`src/rtl/fbcru_pkg.sv`:
```
// Shared types and constants of the filterbank unpacker.
// Depends on nothing; used by the top level and the sample unpacker.
package fbcru_pkg;

    localparam int SAMPLE_W = 8;
    localparam int CHAN_W   = 13;
    localparam int CFG_W    = 14;
    localparam int OUT_W    = 24;

    localparam logic OP_WRITE = 1'b0;
    localparam logic OP_DRAIN = 1'b1;

    localparam logic [1:0] REG_PACK_MODE  = 2'd0;
    localparam logic [1:0] REG_CHAN_COUNT = 2'd1;

    localparam logic [1:0] MODE_8BIT = 2'd0;
    localparam logic [1:0] MODE_4BIT = 2'd1;
    localparam logic [1:0] MODE_2BIT = 2'd2;
    localparam logic [1:0] MODE_1BIT = 2'd3;

    localparam logic [CFG_W-1:0] CHAN_COUNT_RESET = 14'd512;

    typedef struct packed {
        logic [SAMPLE_W-1:0] data;
        logic [1:0]          mode;
        logic [CHAN_W-1:0]   ch_base;
        logic                last_pos;
    } t_unpack_req;

    function automatic logic [2:0] last_sample_index(input logic [1:0] mode);
        logic [2:0] r;
        case (mode)
            MODE_8BIT: r = 3'd0;
            MODE_4BIT: r = 3'd1;
            MODE_2BIT: r = 3'd3;
            MODE_1BIT: r = 3'd7;
            default:   r = 3'd0;
        endcase
        return r;
    endfunction

endpackage

```
`src/rtl/fbcru_unpack.sv`:
```
// Splits one stored byte into its samples, most significant field first,
// and drives the registered output stream. Depends on fbcru_pkg.
module fbcru_unpack (
    input  logic                    i_clk,
    input  logic                    i_rst_n,
    input  logic                    i_load_valid,
    input  fbcru_pkg::t_unpack_req  i_load,
    output logic                    o_load_ready,
    output logic                    o_m_tvalid,
    input  logic                    i_m_tready,
    output logic [fbcru_pkg::OUT_W-1:0] o_m_tdata, // sample, channel, zero fill
    output logic                    o_m_tuser,     // last_of_byte
    output logic                    o_m_tlast      // last_of_spectrum
);
    import fbcru_pkg::*;

    logic                r_busy;
    logic [SAMPLE_W-1:0] r_sh;
    logic [1:0]          r_mode;
    logic [2:0]          r_k;
    logic [CHAN_W-1:0]   r_ch;
    logic                r_last_pos;

    logic                r_o_valid;
    logic [SAMPLE_W-1:0] r_o_sample;
    logic [CHAN_W-1:0]   r_o_ch;
    logic                r_o_lb;
    logic                r_o_ls;

    logic                emit;
    logic                k_last;
    logic                load;
    logic [SAMPLE_W-1:0] sample;
    logic [SAMPLE_W-1:0] n_sh;

    always_comb begin
        case (r_mode)
            MODE_8BIT: begin
                sample = r_sh;
                n_sh   = '0;
            end
            MODE_4BIT: begin
                sample = {4'b0, r_sh[7:4]};
                n_sh   = {r_sh[3:0], 4'b0};
            end
            MODE_2BIT: begin
                sample = {6'b0, r_sh[7:6]};
                n_sh   = {r_sh[5:0], 2'b0};
            end
            MODE_1BIT: begin
                sample = {7'b0, r_sh[7]};
                n_sh   = {r_sh[6:0], 1'b0};
            end
            default: begin
                sample = r_sh;
                n_sh   = '0;
            end
        endcase
    end

    assign k_last       = (r_k == last_sample_index(r_mode));
    assign emit         = r_busy && (!r_o_valid || i_m_tready);
    assign o_load_ready = !r_busy || (emit && k_last);
    assign load         = i_load_valid && o_load_ready;

    always_ff @(posedge i_clk) begin
        if (!i_rst_n) begin
            r_busy <= 1'b0;
        end else if (load) begin
            r_busy <= 1'b1;
        end else if (emit && k_last) begin
            r_busy <= 1'b0;
        end
    end

    always_ff @(posedge i_clk) begin
        if (load) begin
            r_sh       <= i_load.data;
            r_mode     <= i_load.mode;
            r_k        <= '0;
            r_ch       <= i_load.ch_base;
            r_last_pos <= i_load.last_pos;
        end else if (emit) begin
            r_sh <= n_sh;
            r_k  <= r_k + 3'd1;
            r_ch <= r_ch + CHAN_W'(1);
        end
    end

    always_ff @(posedge i_clk) begin
        if (!i_rst_n) begin
            r_o_valid <= 1'b0;
        end else if (emit) begin
            r_o_valid <= 1'b1;
        end else if (i_m_tready) begin
            r_o_valid <= 1'b0;
        end
    end

    always_ff @(posedge i_clk) begin
        if (emit) begin
            r_o_sample <= sample;
            r_o_ch     <= r_ch;
            r_o_lb     <= k_last;
            r_o_ls     <= k_last && r_last_pos;
        end
    end

    assign o_m_tvalid = r_o_valid;
    assign o_m_tdata  = {{(OUT_W - CHAN_W - SAMPLE_W){1'b0}}, r_o_ch, r_o_sample};
    assign o_m_tuser  = r_o_lb;
    assign o_m_tlast  = r_o_ls;

endmodule

```
`config.mk`:
```
export PLATFORM = sky130hd
export DESIGN_NAME = fbcru_unpack
export DESIGN_NICKNAME = d
export VERILOG_FILES = /design/src/rtl/fbcru_pkg.sv /design/src/rtl/fbcru_unpack.sv
export SDC_FILE = /design/constraint.sdc
export NUM_CORES = 1
export LEC_CHECK = 0
export ABC_AREA = 1
export BUFFER_PORTS_ARGS = -buffer_cell sky130_fd_sc_hd__buf_2
export CORE_UTILIZATION = 44
export DETAILED_ROUTE_END_ITERATION = 10
export PLACE_DENSITY = 0.69
export REMOVE_ABC_BUFFERS = 1
export SYNTH_ARGS = -nofsm -noshare
export SYNTH_HDL_FRONTEND = slang
export SYNTH_SLANG_ARGS = --single-unit
```
`constraint.sdc`:
```
create_clock -name i_clk -period 2.55 [get_ports i_clk]
set_input_delay 0.255 -clock i_clk [delete_from_list [all_inputs] [get_ports i_clk]]
set_output_delay 0.255 -clock i_clk [all_outputs]
set_load 0.02 [all_outputs]
```
==> summary.md, run 1 <==
| Metric | Value |
|---|---|
| Status | finished clean |
| Synth Cell Area | 0.00248 mm2 |
| # clock sinks | 52 |
| Layout Utilization | 54.8% |
| Routed length per instance | 12.5 um |
| WHS | 131 ps |
| Share of cells above drive strength 1 | 22.5% |
| Period utilization | 83.0% |
| ANT cells | 0 |
| Post-synth EDFFs | 47 |
| Leakage | 1.33 nW |
| Post-Synthesis Cells | 251 |
| WS Path Type | flop to flop |
| Final setup fails | 0 |
| Final Hold Fails | 0 |
| Unrepaired setup endpoints after global routing | no |
| Startpoint types | flop |
| PortBufs | 52 |
| Period minus WS final | 2120 ps |
| Sequential area share after synthesis | 60.9% |
| Min-Delay Path Class | input port to flop |
| Final Wtd Congestion | 0.910 |
| Avg Vias per Cell | 4.82 |
| Max clock buf depth | 2 |
| GRT Util Overall | 17.4% |
| Worst Skew | 8.95 ps |
| Initial antenna violation count | 0 |
| Die width | 77.1 um |
| VDD IR-drop max | 0.275 mV |
| Max frequency | 473 MHz |
| Effective utilization at floorplan | 47.1% |
| Post-Layout Cell Count | 377 |
| CTS-repair resized insts | 0 |
| # DRC | 0 |
| Vias in the first global route | 1763 |
| Congestion Overflow GR | 0 |
| Asr flop ratio synth | 0% |
| Main flop type after synthesis | edfxtp_1 |
| Fin. max-slew vios | 0 |
| Die H | 77.1 um |
| Worst-skew pair later-pin latency | 300 ps |
| I/O pin count | 56 |
| Global-route wire length before repair | 8.03 mm |
| Largest net degree at the start of global routing | 28 |
| Syn_area_per_cell | 9.89 um2 |
| CTS H-tree lvls | 2 |
| Pwr/cell area | 666 mW/mm2 |
| Required @ worst endpoint | 2560 ps |
| Crit end category | flop |
| Worst-path fanout max | 23 |
| Syn-to-layout area delta | 16.3% |
| Nets | 336 |
| Number of setup buffers added after CTS | 0 |
| Distinct cells, synth | 25 |
| Synth area leader | edfxtp_1 |
| WP data arrival | 2130 ps |
| DP HPWL | 3.35 mm |
| Area contributors post-synth | edfxtp_1, nand2_1, nand3_1 |
| CTS tree | built |
| CTS Root Buffer Type | clkbuf_8 |
| Drt total wl | 4.69 mm |
| Remaining antenna violation count | 0 |
| Core footprint | 0.00527 mm2 |
| Initial DRC Count | 151 |
| CTS Hold Buffers Added | 0 |
| Placed cell count | 369 |
| Die area | 0.00595 mm2 |
| Most frequent cells in the layout | nand2_1, buf_2, edfxtp_1 |
| Most common cell after layout, fill and taps aside | nand2_1 |
| CTS clk-pin slew, worst paths | 80 ps |
| Top-area cell type share of the netlist area | 56.9% |
| Vias | 1817 |
| Synthesis warning total | 0 |
| Inserted Clock Buffers | 5 |
| Synth Register Bits | 52 |
| TritonRoute pass-1 iters | 4 |
| # rows | 26 |
| Max-cap violations | 0 |
Yosys cell counts, types with 3 or more instances:
library cell and instances:
a21oi_1 3, buf_4 5, dfxtp_1 5, edfxtp_1 47
inv_1 32, inv_2 3, nand2_1 70, nand3_1 26
nand4_1 3, nor2_1 16, nor3_1 5, o221ai_1 5
o22ai_1 4, xor2_1 10
stage by stage:
| step | instance area (um2) | TNS, ps | setup WS, ps | total power, mW |
|---|---|---|---|---|
| after floorplan | 2420 | -7390 | -352 | 1.37 |
| after detailed placement | 2810 | 0 | 446 | 1.50 |
| final | 2890 | 0 | 434 | 1.92 |
| after global routing | 2890 | 0 | 247 | 2.03 |
| after CTS | 2890 | 0 | 426 | 1.94 |
| after global placement | 2810 | 0 | 535 | 1.49 |
logic make-up (layout without fill, tap and decap cells):
logic type               count (synthesis)  count (layout)  synth area share (%)
AO/OA/AOI/OAI                           15              15                  4.13
XOR/XNOR                                11              11                  3.88
adder cells (fa/ha/maj)                  2               2                  1.01
buffers and inverters                   45              99                  8.22
flip-flops                              52              52                  60.9
other                                    1               3                 0.151
AND/OR/NAND/NOR                        125             125                  21.7
where the power goes:
group	switching [mW]	leakage [nW]	total, mW	internal (mW)
sequential	0.0601	0.504	1.12	1.06
clock	0.249	0.0399	0.441	0.192
combinational	0.237	0.790	0.365	0.128
state kept, by name, summed over array words and instances, names as in the netlist:
signal      flops
r_ch           13
r_busy          1
r_k             3
r_mode          2
r_last_pos      1
o_m_tuser       1
o_m_tlast       1
o_m_tvalid      1
r_sh            8
r_o_ch         13
r_o_sample      8
cell type report:
| class | count | area, um2 |
|---|---|---|
| clock buffer | 7 | 76.3 |
| clock inverter | 1 | 3.75 |
| fill | 516 | 2380 |
| inverter | 35 | 131 |
| multi-input combinational | 156 | 774 |
| sequential | 52 | 1510 |
| tap | 70 | 87.6 |
| timing repair buffer | 56 | 303 |
critical path: stages, from the launching register on:
cell and delay, ps:
edfxtp_1 500, nand2_2 200, nand2_1 70, nand2_1 80
nand4_1 120, nand2_2 110, nand2_4 160, nand2_1 370
buf_12 210
path summary, 6_finish.rpt:
check | startpoint | endpoint | slack, ps | cells after the start
max | r_mode[1]$_DFFE_PP_ | r_ch[8]$_DFFE_PP_ | 430 | 8
min | i_load[14] | r_mode[0]$_DFFE_PP_ | 130 | 1
max reg2reg | r_mode[1]$_DFFE_PP_ | r_ch[8]$_DFFE_PP_ | 430 | 8
min reg2reg | r_ch[3]$_DFFE_PP_ | r_o_ch[3]$_DFFE_PP_ | 480 | 0
routing by layer:
| layer | GRT usage, % | part of all wire (%) | routed length (um) | up-vias |
|---|---|---|---|---|
| met5 | 0 | 0 | 0 | - |
| met4 | 5.66 | 1.2 | 57 | 0 |
| met3 | 3.81 | 5.8 | 274 | 5 |
| met2 | 29.2 | 47 | 2200 | 61 |
| met1 | 22.2 | 46 | 2170 | 819 |
| li1 | - | - | - | 932 |
No activity file was read; power rests on OpenSTA's default activity.
==> run 2: changes to the inputs <==
--- a/config.mk
+++ b/config.mk
@@ -9,7 +9,7 @@
 export BUFFER_PORTS_ARGS = -buffer_cell sky130_fd_sc_hd__buf_2
 export CORE_UTILIZATION = 44
 export DETAILED_ROUTE_END_ITERATION = 10
-export PLACE_DENSITY = 0.69
+export PLACE_DENSITY = 0.66
 export REMOVE_ABC_BUFFERS = 1
 export SYNTH_ARGS = -nofsm -noshare
 export SYNTH_HDL_FRONTEND = slang
==> constraint.sdc (replaced) <==
create_clock -name i_clk -period 1.98 [get_ports i_clk]
set_input_delay 0.198 -clock i_clk [delete_from_list [all_inputs] [get_ports i_clk]]
set_output_delay 0.198 -clock i_clk [all_outputs]
set_load 0.02 [all_outputs]
==> summary.md, run 2 (synthesis gave the netlist of run 1 again) <==
| Metric | Value |
|---|---|
| Status | finished clean (unchanged) |
| WHS Endpoint | r_last_pos$_DFFE_PP_ (was r_mode[0]$_DFFE_PP_) |
| Crit end category | output pin (was flop) |
| Routed length per instance | 13.0 um (was 12.5 um) |
| Die width | 77.1 um (unchanged) |
| VDD IR-drop max | 0.330 mV (was 0.275 mV) |
| CTS Hold Buffers Added | 0 (unchanged) |
| Worst Setup SP | r_mode[1]$_DFFE_PP_ (unchanged) |
| Fin. max-slew vios | 0 (unchanged) |
| Reg2reg start | r_mode[1]$_DFFE_PP_ (unchanged) |
| Worst Skew | 3.42 ps (was 8.95 ps) |
| CTS clk-pin slew, worst paths | 90 ps (was 80 ps) |
| Reg2Reg Depth | 8 (unchanged) |
| Min-Delay Path Class | input port to flop (unchanged) |
| GRT Util Overall | 17.2% (was 17.4%) |
| Global-route wire length before repair | 7.78 mm (was 8.03 mm) |
| Initial antenna violation count | 0 (unchanged) |
| Max-cap violations | 0 (unchanged) |
| WHS | 69.4 ps (was 131 ps) |
| Most common cell after layout, fill and taps aside | nand2_1 (unchanged) |
| Final setup fails | 0 (unchanged) |
| Period minus WS final | 1880 ps |
| Effective utilization at floorplan | 47.1% (unchanged) |
| Congestion Overflow GR | 0 (unchanged) |
| Final Hold Fails | 0 (unchanged) |
| DP HPWL | 3.53 mm (was 3.35 mm) |
| Largest net degree at the start of global routing | 23 (was 28) |
| # DRC | 0 (unchanged) |
| Required @ worst endpoint | 1780 ps (was 2560 ps) |
| Die area | 0.00595 mm2 (unchanged) |
| Drt total wl | 4.99 mm (was 4.69 mm) |
| # rows | 26 (unchanged) |
| Share of cells above drive strength 1 | 24.0% (was 22.5%) |
| Layout Utilization | 56.1% (was 54.8%) |
| Avg Vias per Cell | 4.87 (was 4.82) |
| Core footprint | 0.00527 mm2 (unchanged) |
| Post-route cell area | 0.00296 mm2 (was 0.00289 mm2) |
| Die H | 77.1 um (unchanged) |
| CTS H-tree lvls | 2 (unchanged) |
| Nets | 342 (was 336) |
| Max frequency | 531 MHz |
| Pwr/cell area | 851 mW/mm2 (was 666 mW/mm2) |
| Placed cell areas | 0.00282 mm2 (was 0.00281 mm2) |
| Vias | 1864 (was 1817) |
| Vias in the first global route | 1619 (was 1763) |
| Hold Path Depth | 1 (unchanged) |
| WS Path Type | flop to output pin (was flop to flop) |
| CTS Root Buffer Type | clkbuf_8 (unchanged) |
| Inserted Clock Buffers | 5 (unchanged) |
| Unrepaired setup endpoints after global routing | no (unchanged) |
| ANT cells | 0 (unchanged) |
| # clock sinks | 52 (unchanged) |
| Most frequent cells in the layout | nand2_1, buf_2, edfxtp_1 (unchanged) |
| Worst-path fanout max | 11 (was 23) |
| PortBufs | 52 (unchanged) |
| Final TNS setup | 0 ps (unchanged) |
| I/O pin count | 56 (unchanged) |
| Min-Delay Startpoint | i_load[0] (was i_load[14]) |
| Syn-to-layout area delta | 19.2% (was 16.3%) |
| Reg-to-reg slack, setup | 150 ps (was 430 ps) |
| Initial DRC Count | 126 (was 151) |
| Startpoint types | flop (unchanged) |
| Remaining antenna violation count | 0 (unchanged) |
| Period utilization | 95.2% |
| Worst r2r dst | r_sh[5]$_DFFE_PP_ (was r_ch[8]$_DFFE_PP_) |
| Worst-skew pair later-pin latency | 300 ps (about the same) |
| Leakage | 1.38 nW (was 1.33 nW) |
| Power, Total | 2.52 mW (was 1.92 mW) |
| Max clock buf depth | 2 (unchanged) |
| CTS tree | built (unchanged) |
| WP data arrival | 1690 ps (was 2130 ps) |
| Top Registers | r_ch x13, r_o_ch x13 (unchanged) |
| Final Wtd Congestion | 0.801 (was 0.910) |
| TritonRoute pass-1 iters | 5 (was 4) |
run 2: power breakdown:
part / internal, mW / switching, mW
combinational: 0.184 / 0.314
clock: 0.247 / 0.329
sequential: 1.36 / 0.0795
run 2: cell type report:
type | instances | area [um2]
tap | 70 | 87.6
sequential | 52 | 1510
fill | 498 | 2310
clock inverter | 1 | 3.75
inverter | 35 | 131
multi-input combinational | 156 | 779
timing repair buffer | 62 | 368
clock buffer | 7 | 76.3
run 2: worst max path at each step:
| stage | end | slack (ps) | depth (start not counted) |
|---|---|---|---|
| 3_5_place_dp | r_ch[12]$_DFFE_PP_ | 210 | 8 |
| 5_1_grt | o_load_ready | 2 | 7 |
| 4_1_cts | o_load_ready | 9 | 8 |
| 6_report | o_load_ready | 100 | 7 |
| 2_1_floorplan | r_ch[0]$_DFFE_PP_ | -920 | 5 |
| 3_3_place_gp | r_ch[11]$_DFFE_PP_ | 240 | 8 |
run 2: metrics by stage:
stage,cells,worst slack [ps]
finish,383,95.8
global route,383,1.84
CTS,380,8.77
detailed placement,372,205
global placement,372,242
floorplan,243,-922
run 2: worst max-delay path: stages (launching register included):
cell	delay, ps
edfxtp_1	530
nand2_4	160
nand2_1	60
nand2_1	70
nand4_1	110
nand2_2	160
buf_12	150
buf_4	140
run 2: what timing repair did:
| action | 4_1_cts | 5_1_grt |
|---|---|---|
| buffers inserted | 0 | 2 |
| cloned | 0 | 1 |
| endpoints found under the setup margin | 1 | 1 |
| pin swaps | 0 | 2 |
| gates resized for setup | 2 | 3 |
run 2: layer usage:
metal  vias to the layer above  wire length [um]  part of all wire, %  global-route usage [%]
met3                         7               266                  5.3                    3.33
met1                       852              2330                   47                    23.9
met2                        57              2310                   46                    26.4
li1                        948                 -                    -                       -
met5                         -                 0                    0                       0
met4                         0                90                  1.8                    6.79
==> run 3: changes to the inputs <==
==> constraint.sdc (replaced) <==
create_clock -name i_clk -period 1.74 [get_ports i_clk]
set_input_delay 0.174 -clock i_clk [delete_from_list [all_inputs] [get_ports i_clk]]
set_output_delay 0.174 -clock i_clk [all_outputs]
set_load 0.02 [all_outputs]
==> summary.md, run 3 (synthesis gave the netlist of run 1 again) <==
| Metric | Value |
|---|---|
| Status | finished clean (unchanged) |
| Die H | 77.1 um (unchanged) |
| Final TNS setup | 0 ps (unchanged) |
| Drt total wl | 4.85 mm (was 4.99 mm) |
| Required @ worst endpoint | 1570 ps (was 1780 ps) |
| Most frequent cells in the layout | nand2_1, buf_2, edfxtp_1 (unchanged) |
| Final setup fails | 0 (unchanged) |
| Reg2reg start | r_mode[1]$_DFFE_PP_ (unchanged) |
| Syn-to-layout area delta | 22.6% (was 19.2%) |
| Effective utilization at floorplan | 47.1% (unchanged) |
| Worst-path cell with the longest stage delay | edfxtp_1 (unchanged) |
| Startpoint types | flop (unchanged) |
| Pwr/cell area | 1010 mW/mm2 (was 851 mW/mm2) |
| WS Path Type | flop to output pin (unchanged) |
| I/O pin count | 56 (unchanged) |
| CTS H-tree lvls | 2 (unchanged) |
| DP HPWL | 3.52 mm (was 3.53 mm) |
| CTS tree | built (unchanged) |
| Final Wtd Congestion | 0.868 (was 0.801) |
| Largest net degree at the start of global routing | 16 (was 23) |
| Worst-path fanout max | 6 (was 11) |
| Worst r2r dst | r_ch[6]$_DFFE_PP_ (was r_sh[5]$_DFFE_PP_) |
| Routed length per instance | 12.4 um (was 13.0 um) |
| Max clock buf depth | 2 (unchanged) |
| P_int | 2.22 mW (was 1.79 mW) |
| CTS clk-pin slew, worst paths | 90 ps (about the same) |
| Inserted Clock Buffers | 5 (unchanged) |
| Pre-CTS setup slack | 8.19 ps (was 205 ps) |
| Sequential share of power | 53.4% (was 57.3%) |
| Share of cells above drive strength 1 | 27.5% (was 24.0%) |
| Avg Vias per Cell | 4.82 (was 4.87) |
| CTS Hold Buffers Added | 0 (unchanged) |
| Reg2Reg Depth | 10 (was 8) |
| Worst-skew pair later-pin latency | 310 ps (was 300 ps) |
| Net switching power | 843 uW (was 723 uW) |
| Vias in the first global route | 1731 (was 1619) |
| Initial antenna violation count | 0 (unchanged) |
| # clock sinks | 52 (unchanged) |
| Final Hold Fails | 0 (unchanged) |
| Min-Delay Path Class | input port to flop (unchanged) |
| Max-cap violations | 0 (unchanged) |
| Comb power frac | 19.0% (was 19.8%) |
| Period minus WS final | 1730 ps |
| Top Registers | r_ch x13, r_o_ch x13 (unchanged) |
| GRT Util Overall | 18.1% (was 17.2%) |
| Vias | 1881 (was 1864) |
| Fin worst setup slack | 8.02 ps (was 95.8 ps) |
| Core footprint | 0.00527 mm2 (unchanged) |
| Clock power share | 27.6% (was 22.9%) |
| # rows | 26 (unchanged) |
| Nets | 349 (was 342) |
| WP data arrival | 1560 ps (was 1690 ps) |
| Worst Skew | 5.59 ps (was 3.42 ps) |
| ANT cells | 0 (unchanged) |
| Initial DRC Count | 200 (was 126) |
| Switch share | 27.5% (was 28.7%) |
| Layout Utilization | 57.7% (was 56.1%) |
| Crit path capture | o_load_ready (unchanged) |
| Critical path's most frequent cell | nand2_2 (was nand2_1) |
| Crit end category | output pin (unchanged) |
| Congestion Overflow GR | 0 (unchanged) |
| CP max stage delay | 520 ps (was 530 ps) |
| Crit-path cells | inv_2 -> nand2_4 -> nand2_2 -> nand2_2 -> nand4_1 -> nand2_2 -> buf_8 -> buf_6 (was nand2_4 -> nand2_1 -> nand2_1 -> nand4_1 -> nand2_2 -> buf_12 -> buf_4) |
| Fillers | 476 (was 498) |
| Most common cell after layout, fill and taps aside | nand2_1 (unchanged) |
| Fin. max-slew vios | 0 (unchanged) |
| Die area | 0.00595 mm2 (unchanged) |
| Die width | 77.1 um (unchanged) |
| Global-route wire length before repair | 8.24 mm (was 7.78 mm) |
| Leakage | 1.42 nW (was 1.38 nW) |
| Reg-to-reg slack, setup | 20 ps (was 150 ps) |
| # DRC | 0 (unchanged) |
| CTS Root Buffer Type | clkbuf_8 (unchanged) |
| Max frequency | 577 MHz |
| Unrepaired setup endpoints after global routing | yes (was no) |
| VDD IR-drop max | 0.493 mV (was 0.330 mV) |
| Remaining antenna violation count | 0 (unchanged) |
| TritonRoute pass-1 iters | 4 (was 5) |
| PortBufs | 52 (unchanged) |
| Worst Setup SP | r_mode[1]$_DFFE_PP_ (unchanged) |
| Period utilization | 99.5% |
run 3: cell types whose count changed in the layout (fill, tap and decap cells not counted), moves of 2 or more:
cell      change
nand2_2       +4
buf_4         +5
clkbuf_8      +2
nand2_1       -3
clkbuf_1      -2
buf_6         +3
run 3: power groups by stage:
stage	Sequential, mW	Combinational, mW	Clock (mW)
finish	1.64	0.583	0.845
global route	1.66	0.655	0.907
CTS	1.64	0.581	0.856
detailed placement	1.66	0.556	0
global placement	1.66	0.546	0
floorplan	1.71	0.305	0
run 3: how the worst min path moves through the flow:
stage / slack (ps) / cells after the start / startpoint / end
after floorplan: 270 / 0 / i_load[0] / r_last_pos$_DFFE_PP_
after global placement: 350 / 1 / i_load[0] / r_last_pos$_DFFE_PP_
after detailed placement: 360 / 1 / i_load[15] / r_mode[1]$_DFFE_PP_
after CTS: 30 / 1 / i_load[15] / r_mode[1]$_DFFE_PP_
after global routing: 20 / 1 / i_load[0] / r_last_pos$_DFFE_PP_
final: 40 / 1 / i_load[15] / r_mode[1]$_DFFE_PP_
run 3: what timing repair did:
item                                    4_1_cts  5_1_grt
gates resized for setup                       6        3
endpoints found under the setup margin       12       38
setup buffers                                 4        0
pin swaps                                     4        2
run 3: routing by layer:
layer	vias to the layer above	track usage (%)	part of all wire, %
li1	959	-	-
met1	845	23.8	45
met2	69	29.2	48
met3	8	3.45	5.4
met4	0	7.55	1.9
met5	-	0	0
run 3: critical path, delay by kind of cell (launching register included):
| family | cells | cell delay, ps |
|---|---|---|
| simple gates | 5 | 350 |
| buf+inv | 3 | 380 |
| flops | 1 | 520 |
run 3: area by class of cell:
cell class,count,area (um2),share of cell area [%]
timing repair buffer,69,409,13.4
multi-input combinational,156,782,25.7
inverter,35,131,4.32
sequential,52,1510,49.7
tap,70,87.6,2.88
clock buffer,8,121,3.99
run 3: per-stage QoR:
stage,hold slack [ps],cell area (um2),std cells,total power [mW]
finish,35.6,3040,390,3.06
global route,21.2,3040,390,3.22
CTS,27.7,3030,390,3.07
detailed placement,356,2860,378,2.22
global placement,352,2860,378,2.20
floorplan,273,2420,243,2.01
